`config.mk`:
```
export PLATFORM = sky130hd
export DESIGN_NAME = button_debounce_autorepeat_top
export DESIGN_NICKNAME = d
export VERILOG_FILES = /design/src/bda_pkg.sv /design/src/bda_regs.sv /design/src/bda_lane.sv /design/src/bda_merge.sv /design/src/button_debounce_autorepeat_top.sv
export VERILOG_INCLUDE_DIRS = /design/src /design/src/src
export SDC_FILE = /design/constraint.sdc
export NUM_CORES = 1
export LEC_CHECK = 0
export ABC_CLOCK_PERIOD_IN_PS = 12400
export CORE_MARGIN = 5
export CORE_UTILIZATION = 60
export DETAILED_ROUTE_END_ITERATION = 12
export DONT_BUFFER_PORTS = 1
export GPL_TIMING_DRIVEN = 0
export PLACE_DENSITY = 0.76
export SLEW_MARGIN = 10
export SYNTH_ARGS = -nofsm -noshare
export SYNTH_HDL_FRONTEND = slang
export SYNTH_SLANG_ARGS = --single-unit
```
`constraint.sdc`:
```
create_clock -name clk -period 12.4 [get_ports clk]
set_input_delay 0.62 -clock clk [delete_from_list [all_inputs] [get_ports clk]]
set_output_delay 0.62 -clock clk [all_outputs]
set_load 0.01 [all_outputs]
```
`src/button_debounce_autorepeat_top_assert.svh`:
```
// ----------------------------------------------------------------------------
// button debounce assertion macros
// shared concurrent assertion forms for the debouncer modules
// ----------------------------------------------------------------------------
`ifndef BUTTON_DEBOUNCE_AUTOREPEAT_TOP_ASSERT_SVH
`define BUTTON_DEBOUNCE_AUTOREPEAT_TOP_ASSERT_SVH

// same-cycle implication
`define BDA_ASSERT_IMPLY(label, clk, rst, ante, cons) \
  label: assert property (@(posedge clk) disable iff (rst) (ante) |-> (cons)) \
    else $error("bda assertion failed");

// next-cycle implication
`define BDA_ASSERT_NEXT(label, clk, rst, ante, cons) \
  label: assert property (@(posedge clk) disable iff (rst) (ante) |=> (cons)) \
    else $error("bda assertion failed");

`endif

```
`src/bda_pkg.sv`:
```
// ----------------------------------------------------------------------------
// bda_pkg
// types and constants shared by the button debouncer modules
// ----------------------------------------------------------------------------
package bda_pkg;

  localparam int BDA_BUTTON_COUNT = 4;
  localparam int RAW_WIDTH        = 4;
  localparam int STATE_WIDTH      = 4;
  localparam int COUNT_WIDTH      = 8;
  localparam int IDLE_WIDTH       = 9;
  localparam int INTERVAL_WIDTH   = 10;
  localparam int ADDR_WIDTH       = 5;
  localparam int DATA_WIDTH       = 32;

  localparam logic [7:0] RESET_THRESHOLD = 8'd1;
  localparam logic [7:0] RESET_REP_START = 8'd15;
  localparam logic [7:0] RESET_REP_PERIOD = 8'd3;
  localparam logic [INTERVAL_WIDTH-1:0] RESET_FAST_MS = 10'd20;
  localparam logic [INTERVAL_WIDTH-1:0] RESET_IDLE_MS = 10'd100;

  typedef enum logic [1:0] {
    EV_CHANGE = 2'd0,
    EV_REPEAT = 2'd1,
    EV_STATUS = 2'd2
  } event_kind_t;

  typedef enum logic [2:0] {
    REG_THRESHOLD  = 3'd0,
    REG_REP_START  = 3'd1,
    REG_REP_PERIOD = 3'd2,
    REG_FAST_MS    = 3'd3,
    REG_IDLE_MS    = 3'd4
  } reg_index_t;

  typedef struct packed {
    logic [COUNT_WIDTH-1:0]    threshold;
    logic [7:0]                rep_start;
    logic [7:0]                rep_period;
    logic [INTERVAL_WIDTH-1:0] fast_ms;
    logic [INTERVAL_WIDTH-1:0] idle_ms;
  } cfg_t;

  typedef struct packed {
    logic stable;
    logic stable_next;
    logic change;
    logic settling;
  } lane_status_t;

endpackage

```
`src/bda_regs.sv`:
```
// ----------------------------------------------------------------------------
// bda_regs
// apb register bank holding the debounce, repeat and poll interval settings
// ----------------------------------------------------------------------------
module bda_regs import bda_pkg::*; (
  input  logic                  clk,
  input  logic                  rst,
  input  logic                  psel,
  input  logic                  penable,
  input  logic                  pwrite,
  input  logic [ADDR_WIDTH-1:0] paddr,
  input  logic [DATA_WIDTH-1:0] pwdata,
  output logic [DATA_WIDTH-1:0] prdata,
  output logic                  pready,
  output cfg_t                  cfg
);

  reg_index_t index;
  logic       wr;

  assign index  = reg_index_t'(paddr[ADDR_WIDTH-1:2]);
  assign wr     = psel && penable && pwrite;
  assign pready = 1'b1;

  always_ff @(posedge clk) begin
    if (rst) begin
      cfg.threshold  <= RESET_THRESHOLD;
      cfg.rep_start  <= RESET_REP_START;
      cfg.rep_period <= RESET_REP_PERIOD;
      cfg.fast_ms    <= RESET_FAST_MS;
      cfg.idle_ms    <= RESET_IDLE_MS;
    end else if (wr) begin
      case (index)
        REG_THRESHOLD:  cfg.threshold  <= pwdata[COUNT_WIDTH-1:0];
        REG_REP_START:  cfg.rep_start  <= pwdata[7:0];
        REG_REP_PERIOD: cfg.rep_period <= pwdata[7:0];
        REG_FAST_MS:    cfg.fast_ms    <= pwdata[INTERVAL_WIDTH-1:0];
        REG_IDLE_MS:    cfg.idle_ms    <= pwdata[INTERVAL_WIDTH-1:0];
        default: ;
      endcase
    end
  end

  always_comb begin
    case (index)
      REG_THRESHOLD:  prdata = DATA_WIDTH'(cfg.threshold);
      REG_REP_START:  prdata = DATA_WIDTH'(cfg.rep_start);
      REG_REP_PERIOD: prdata = DATA_WIDTH'(cfg.rep_period);
      REG_FAST_MS:    prdata = DATA_WIDTH'(cfg.fast_ms);
      REG_IDLE_MS:    prdata = DATA_WIDTH'(cfg.idle_ms);
      default:        prdata = '0;
    endcase
  end

endmodule

```
`src/bda_lane.sv`:
```
// ----------------------------------------------------------------------------
// bda_lane
// one button: stable level and saturating disagreement counter
// ----------------------------------------------------------------------------
module bda_lane import bda_pkg::*; (
  input  logic                   clk,
  input  logic                   rst,
  input  logic                   take,
  input  logic                   level,
  input  logic [COUNT_WIDTH-1:0] threshold,
  output lane_status_t           status
);

  logic                   stable;
  logic                   stable_next;
  logic [COUNT_WIDTH-1:0] count;
  logic [COUNT_WIDTH-1:0] count_upd;
  logic [COUNT_WIDTH-1:0] count_next;
  logic                   change;

  always_comb begin
    if (level != stable) begin
      count_upd = (count != '1) ? count + 1'b1 : count;
    end else begin
      count_upd = (count != '0) ? count - 1'b1 : count;
    end
    change      = (count_upd >= threshold);
    count_next  = change ? '0 : count_upd;
    stable_next = change ? level : stable;
  end

  always_ff @(posedge clk) begin
    if (rst) begin
      stable <= 1'b1;
      count  <= '0;
    end else if (take) begin
      stable <= stable_next;
      count  <= count_next;
    end
  end

  assign status.stable      = stable;
  assign status.stable_next = stable_next;
  assign status.change      = change;
  assign status.settling    = (count_next != '0);

endmodule

```
`src/bda_merge.sv`:
```
// ----------------------------------------------------------------------------
// bda_merge
// combines lane results, runs the repeat timer and sequences result beats
// ----------------------------------------------------------------------------
`include "button_debounce_autorepeat_top_assert.svh"

module bda_merge import bda_pkg::*; #(
  parameter int BUTTON_COUNT = BDA_BUTTON_COUNT
) (
  input  logic                             clk,
  input  logic                             rst,
  input  cfg_t                             cfg,
  input  lane_status_t [BUTTON_COUNT-1:0]  lanes,
  input  logic                             tick_valid,
  output logic                             tick_ready,
  output logic                             take,
  output logic [STATE_WIDTH-1:0]           button_state,
  output logic [1:0]                       event_kind,
  output logic [INTERVAL_WIDTH-1:0]        poll_interval_ms,
  output logic                             last_of_tick,
  output logic                             result_valid,
  input  logic                             result_ready
);

  localparam int PadWidth = (BUTTON_COUNT > STATE_WIDTH) ? BUTTON_COUNT : STATE_WIDTH;

  // repeat timer
  logic [IDLE_WIDTH-1:0]  idle;
  logic [IDLE_WIDTH-1:0]  idle_next;
  logic [7:0]             phase;
  logic [7:0]             phase_next;

  // tick buffer
  logic                      buf_valid;
  logic [BUTTON_COUNT-1:0]   buf_mask;
  logic [BUTTON_COUNT-1:0]   buf_old;
  logic [BUTTON_COUNT-1:0]   buf_new;
  logic                      buf_repeat;
  logic [INTERVAL_WIDTH-1:0] buf_interval;

  // output register
  logic                      res_valid;
  logic [STATE_WIDTH-1:0]    res_state;
  event_kind_t               res_kind;
  logic [INTERVAL_WIDTH-1:0] res_interval;
  logic                      res_last;

  logic [BUTTON_COUNT-1:0]   chg_mask;
  logic [BUTTON_COUNT-1:0]   old_lvl;
  logic [BUTTON_COUNT-1:0]   new_lvl;
  logic [BUTTON_COUNT-1:0]   settle_mask;
  logic                      changed;
  logic                      busy;
  logic                      held;
  logic [IDLE_WIDTH-1:0]     idle_c;
  logic [7:0]                phase_c;
  logic [IDLE_WIDTH-1:0]     start_p1;
  logic [IDLE_WIDTH-1:0]     phase_p1;
  logic [IDLE_WIDTH-1:0]     period_eff;
  logic                      rep_now;

  logic                      step;
  logic                      last_step;
  logic [BUTTON_COUNT-1:0]   first;
  logic [BUTTON_COUNT-1:0]   upto;
  logic [BUTTON_COUNT-1:0]   chg_state;
  logic [PadWidth-1:0]       chg_pad;
  logic [PadWidth-1:0]       new_pad;

  always_comb begin
    for (int i = 0; i < BUTTON_COUNT; i++) begin
      chg_mask[i]    = lanes[i].change;
      old_lvl[i]     = lanes[i].stable;
      new_lvl[i]     = lanes[i].stable_next;
      settle_mask[i] = lanes[i].settling;
    end
    changed    = |chg_mask;
    busy       = |settle_mask;
    held       = !(&new_lvl);
    idle_c     = changed ? '0 : idle;
    phase_c    = changed ? '0 : phase;
    start_p1   = IDLE_WIDTH'(cfg.rep_start) + 1'b1;
    phase_p1   = IDLE_WIDTH'(phase_c) + 1'b1;
    period_eff = (cfg.rep_period == '0) ? IDLE_WIDTH'(1) : IDLE_WIDTH'(cfg.rep_period);
    rep_now    = !busy && held && (idle_c > IDLE_WIDTH'(cfg.rep_start)) && (phase_c == '0);
    if (busy) begin
      idle_next  = idle_c;
      phase_next = phase_c;
    end else begin
      idle_next  = (idle_c < start_p1) ? idle_c + 1'b1 : idle_c;
      phase_next = (phase_p1 >= period_eff) ? '0 : phase_p1[7:0];
    end
  end

  // next beat out of the tick buffer
  always_comb begin
    first     = buf_mask & (~buf_mask + 1'b1);
    upto      = first | (first - 1'b1);
    chg_state = (buf_new & upto) | (buf_old & ~upto);
    chg_pad   = PadWidth'(chg_state);
    new_pad   = PadWidth'(buf_new);
    step      = buf_valid && (!res_valid || result_ready);
    last_step = step && (buf_mask == '0) && !buf_repeat;
  end

  assign tick_ready = !buf_valid || last_step;
  assign take       = tick_valid && tick_ready;

  always_ff @(posedge clk) begin
    if (rst) begin
      idle       <= '0;
      phase      <= '0;
      buf_valid  <= 1'b0;
      buf_repeat <= 1'b0;
      buf_mask   <= '0;
    end else if (take) begin
      idle         <= idle_next;
      phase        <= phase_next;
      buf_valid    <= 1'b1;
      buf_mask     <= chg_mask;
      buf_repeat   <= rep_now;
      buf_old      <= old_lvl;
      buf_new      <= new_lvl;
      buf_interval <= busy ? cfg.fast_ms : cfg.idle_ms;
    end else if (step) begin
      if (buf_mask != '0) begin
        buf_mask <= buf_mask & ~first;
      end else if (buf_repeat) begin
        buf_repeat <= 1'b0;
      end else begin
        buf_valid <= 1'b0;
      end
    end
  end

  always_ff @(posedge clk) begin
    if (rst) begin
      res_valid <= 1'b0;
    end else if (step) begin
      res_valid <= 1'b1;
    end else if (result_ready) begin
      res_valid <= 1'b0;
    end
  end

  always_ff @(posedge clk) begin
    if (step) begin
      if (buf_mask != '0) begin
        res_state    <= chg_pad[STATE_WIDTH-1:0];
        res_kind     <= EV_CHANGE;
        res_interval <= '0;
        res_last     <= 1'b0;
      end else if (buf_repeat) begin
        res_state    <= new_pad[STATE_WIDTH-1:0];
        res_kind     <= EV_REPEAT;
        res_interval <= '0;
        res_last     <= 1'b0;
      end else begin
        res_state    <= new_pad[STATE_WIDTH-1:0];
        res_kind     <= EV_STATUS;
        res_interval <= buf_interval;
        res_last     <= 1'b1;
      end
    end
  end

  assign result_valid     = res_valid;
  assign button_state     = res_state;
  assign event_kind       = res_kind;
  assign poll_interval_ms = res_interval;
  assign last_of_tick     = res_last;

  `BDA_ASSERT_NEXT(a_take_loads, clk, rst, take, buf_valid)
  `BDA_ASSERT_NEXT(a_no_repeat_with_change, clk, rst, take, !(buf_repeat && (buf_mask != '0)))
  `BDA_ASSERT_NEXT(a_buffer_drains, clk, rst, buf_valid && !res_valid, res_valid)

endmodule

```
`src/button_debounce_autorepeat_top.sv`:
```
// ----------------------------------------------------------------------------
// button_debounce_autorepeat_top
// four-button debouncer with autorepeat, one lane per button
//
//   channel   signals                                        direction
//   tick      tick_valid tick_ready raw_buttons              in
//   result    result_valid result_ready button_state         out
//             event_kind poll_interval_ms last_of_tick
//   apb       psel penable pwrite paddr pwdata prdata pready in/out
//
// a tick is taken with all lanes updating together
// a tick yields one change beat per changed button, then a repeat beat if due, then a status beat
// the next tick is taken in the cycle its predecessor's status beat leaves the tick buffer
// a stalled result beat holds the sequencer and with it tick_ready
// synchronous reset releases all buttons and clears counters and timers
// ----------------------------------------------------------------------------
module button_debounce_autorepeat_top import bda_pkg::*; #(
  parameter int BUTTON_COUNT = BDA_BUTTON_COUNT
) (
  input  logic                      clk,
  input  logic                      rst,
  input  logic                      tick_valid,
  output logic                      tick_ready,
  input  logic [RAW_WIDTH-1:0]      raw_buttons,
  output logic                      result_valid,
  input  logic                      result_ready,
  output logic [STATE_WIDTH-1:0]    button_state,
  output logic [1:0]                event_kind,
  output logic [INTERVAL_WIDTH-1:0] poll_interval_ms,
  output logic                      last_of_tick,
  input  logic                      psel,
  input  logic                      penable,
  input  logic                      pwrite,
  input  logic [ADDR_WIDTH-1:0]     paddr,
  input  logic [DATA_WIDTH-1:0]     pwdata,
  output logic [DATA_WIDTH-1:0]     prdata,
  output logic                      pready
);

  localparam int LvlWidth = (BUTTON_COUNT > RAW_WIDTH) ? BUTTON_COUNT : RAW_WIDTH;

  cfg_t                            cfg;
  lane_status_t [BUTTON_COUNT-1:0] lanes;
  logic                            take;
  logic [LvlWidth-1:0]             lvl_pad;

  assign lvl_pad = LvlWidth'(raw_buttons);

  bda_regs u_regs (
    .clk     (clk),
    .rst     (rst),
    .psel    (psel),
    .penable (penable),
    .pwrite  (pwrite),
    .paddr   (paddr),
    .pwdata  (pwdata),
    .prdata  (prdata),
    .pready  (pready),
    .cfg     (cfg)
  );

  for (genvar i = 0; i < BUTTON_COUNT; i++) begin : g_lane
    bda_lane u_lane (
      .clk       (clk),
      .rst       (rst),
      .take      (take),
      .level     (lvl_pad[i]),
      .threshold (cfg.threshold),
      .status    (lanes[i])
    );
  end

  bda_merge #(
    .BUTTON_COUNT (BUTTON_COUNT)
  ) u_merge (
    .clk              (clk),
    .rst              (rst),
    .cfg              (cfg),
    .lanes            (lanes),
    .tick_valid       (tick_valid),
    .tick_ready       (tick_ready),
    .take             (take),
    .button_state     (button_state),
    .event_kind       (event_kind),
    .poll_interval_ms (poll_interval_ms),
    .last_of_tick     (last_of_tick),
    .result_valid     (result_valid),
    .result_ready     (result_ready)
  );

endmodule
```
==> metrics.md <==
| Metric | Value |
|---|---|
| Design Area, Final | `10,200 um2` |
| Placed instance area | `approximately 9600 um2` |
| Worst min-delay path class | `in2reg` |
| Die Width | `134 um` |
| Period Utilization, post-route | `0.586` |
| Peak supply drop | `0.184 mV` |
| CTS Sinks | `around 140` |
| Avg Vias per Cell | `6.32` |
| Initial DRC count | `812` |
| Row cnt | `between 40 and 50` |
| Gates resized, CTS repair | `0` |
| Leading area contributor after synthesis | `dfxtp_1` |
| Worst Setup Start Kind | `flip-flop` |
| Maxcap violations | `0` |
| Vias in the first global route | `7,923` |
| DRC | `0` |
| Detail Route Antenna Nets | `0` |
| Number of synthesized register bits | `roughly 140` |
| Total GRT Usage | `0.280` |
| IO Pins | `100` |
| RSZ-0062 raised after global routing | `no` |
| Core area | `between 15,000 and 20,000 um2` |
| Placed cell count | `1,310` |
| Final Hold Vio Count | `0` |
| GRT overflow | `0` |
| Layout Cells excl Fill | `1,342` |
| Die area | `~18,000 um2` |
| Synthesized area per cell | `8.46 um2` |
| Antenna cells | `0` |
| Number of H-tree levels | `4` |
| Final worst setup slack | `5.14 ns` |
| Pwr dens | `268 nW/um2` |
| CP peak stage delay | `0.81 ns` |
| Reg clk slew, reported paths | `0.06 ns` |
| Largest net degree at the start of global routing | `19` |
| Minimum clock period | `just over 7 ns` |
| Slew HR | `0.347` |
| Async SR Flop Fraction | `0` |
| Power Total | `2.74 mW` |
| Initial Util | `0.612` |
| Share of cells above drive strength 1 | `0.0919` |
| First-pass GRT wire length | `just over 40,000 um` |
| IO Port Bufs | `0` |
| CTS tree | `done` |
| Top post-synthesis cells by area | `dfxtp_1, edfxtp_1, ha_1` |
| DP Worst Slack | `5.34 ns` |
| Fin util | `0.673` |
| Initial antenna violation count | `0` |
| Initial DRT Pass Iterations | `6` |
| Final wirelength | `25,400 um` |
| Crit. End Element | `flip-flop` |
| Crit Path Category | `reg2reg` |
| Leak | `4.06 nW` |
| Most common cell in the netlist | `nand2_1` |
| Dpl hpwl | `between 15,000 and 20,000 um` |
| Routed wire per std cell | `roughly 19 um` |
| CTS Buf Count | `17` |
| CP max-delay cell | `nor3_1` |
| Sequential fraction of the synthesis area | `0.330` |
| Hold_buf cts | `0` |
| Sum of negative setup slack | `0 ns` |
| Gate Count Post-Synth | `1,099` |
| Area growth syn-to-layout | `10.0%` |
| Worst Max-Slew Pin Slew | `0.972 ns` |
| CTS root buf | `clkbuf_16` |
| Placer Congestion | `0.926` |
| Final Max Tran Viols | `0` |
| Hold Path Depth | `2` |
| EDFF count, synth | `33` |
| Worst r2r path cells | `28` |
| Clk_lat worst skew | `0.42 ns` |
| Distinct cells, synth | `71` |
| Min Hold Slack | `0.326 ns` |
| Yosys warning total | `0` |
| # setup viols final | `0` |
| Clk_skew | `0.00959 ns` |
| Crit Path Max Fanout | `10` |
| Height of the die | `134 um` |
| CP arrival | `about 7.6 ns` |
| Maximum clock path buffer count | `2` |
| Yosys top cell area share | `0.224` |
| Peak Freq | `138 MHz` |
| Cell area after synthesis | `9300 um2` |
| Vias | `8,485` |
| Outcome | `finished clean` |
| Commonest cells post-synth | `nand2_1, dfxtp_1, nor2_1` |
| Worst endpoint required time | `about 13 ns` |
| Setup repair bufs after CTS | `0` |
| Synth Flop Type | `dfxtp_1` |
| Fin nets | `~1,300` |
[where the power goes]
group	internal, mW	leakage [nW]	total [mW]	switching [mW]
combinational	0.623	2.65	1.65	1.03
sequential	0.546	1.15	0.594	0.0474
clock	0.298	0.267	0.498	0.200
total	1.47	4.06	2.74	1.27
[flip-flops by register name, summed over array words and instances, names as in the netlist, 3 cells and up]
signal	flops
u_merge.buf_new	4
u_merge.buf_old	3
u_merge.poll_interval_ms	10
u_regs.cfg	44
u_merge.buf_mask	4
g_lane.u_lane.stable	4
u_merge.idle	9
u_merge.buf_interval	10
u_merge.phase	8
u_merge.button_state	4
g_lane.u_lane.count	32
[cell families (layout without fill, tap and decap cells)]
group	after synthesis	count (layout)	synth area share
AO/OA/AOI/OAI	235	235	0.174
adder cells (fa/ha/maj)	73	73	0.0982
other	2	23	0.000808
multiplexers	69	69	0.0771
flip-flops	137	137	0.330
XOR/XNOR	31	31	0.0308
AND/OR/NAND/NOR	403	403	0.218
buffers and inverters	149	183	0.0709
[critical path: cells and delay by family (launching register included)]
family	cells	cell delay, ns
AO/OA/AOI/OAI	11	2.41
XOR/XNOR	2	0.43
flip-flops	1	0.34
AND/OR/NAND/NOR	6	2.18
adder cells (fa/ha/maj)	4	1.04
buffers and inverters	5	0.78
[cell type report]
cell class	instances	area, um2
Buffer	79	397
Sequential cell	137	3070
Tap cell	188	235
Multi-Input combinational cell	834	5660
Clock inverter	13	146
Fill cell	1252	4970
Timing Repair Buffer	2	22.5
Inverter	70	263
Clock buffer	19	433
[cell usage in the layout, fill, tap and decap left out, types with 20 or more instances in the layout]
master / count
a21oi_1: 42
and2_1: 23
buf_4: 25
clkbuf_1: 47
conb_1: 23
dfxtp_1: 104
edfxtp_1: 33
ha_1: 73
inv_1: 69
mux2_2: 21
mux2i_1: 48
nand2_1: 107
nand3_1: 52
nand4_1: 21
nor2_1: 82
nor3_1: 30
o21ai_0: 37
o22ai_1: 20
xnor2_1: 22
[worst paths after layout]
| check | from | to | slack (ns) |
|---|---|---|---|
| worst max-delay path | g_lane[2].u_lane.count[0]$_SDFFE_PP0P_ | u_merge.phase[5]$_SDFFE_PP0P_ | 5.14 |
| worst min-delay path | pwdata[2] | u_regs.cfg[2]$_SDFFE_PP1P_ | 0.33 |
| worst max register to register | g_lane[2].u_lane.count[0]$_SDFFE_PP0P_ | u_merge.phase[5]$_SDFFE_PP0P_ | 5.14 |
| worst min register to register | u_merge.buf_new[0]$_DFFE_PP_ | u_merge.button_state[0]$_DFFE_PP_ | 0.42 |
[metal layers]
| metal | global-route usage | vias up | routed length, um |
|---|---|---|---|
| met4 | 0.0905 | 0 | 611 |
| met5 | 0 | - | 0 |
| li1 | - | 4062 | - |
| met2 | 0.457 | 349 | 11900 |
| met1 | 0.375 | 4026 | 11000 |
| met3 | 0.0563 | 48 | 1810 |
Note: power is estimated with default switching activity, not from simulation.
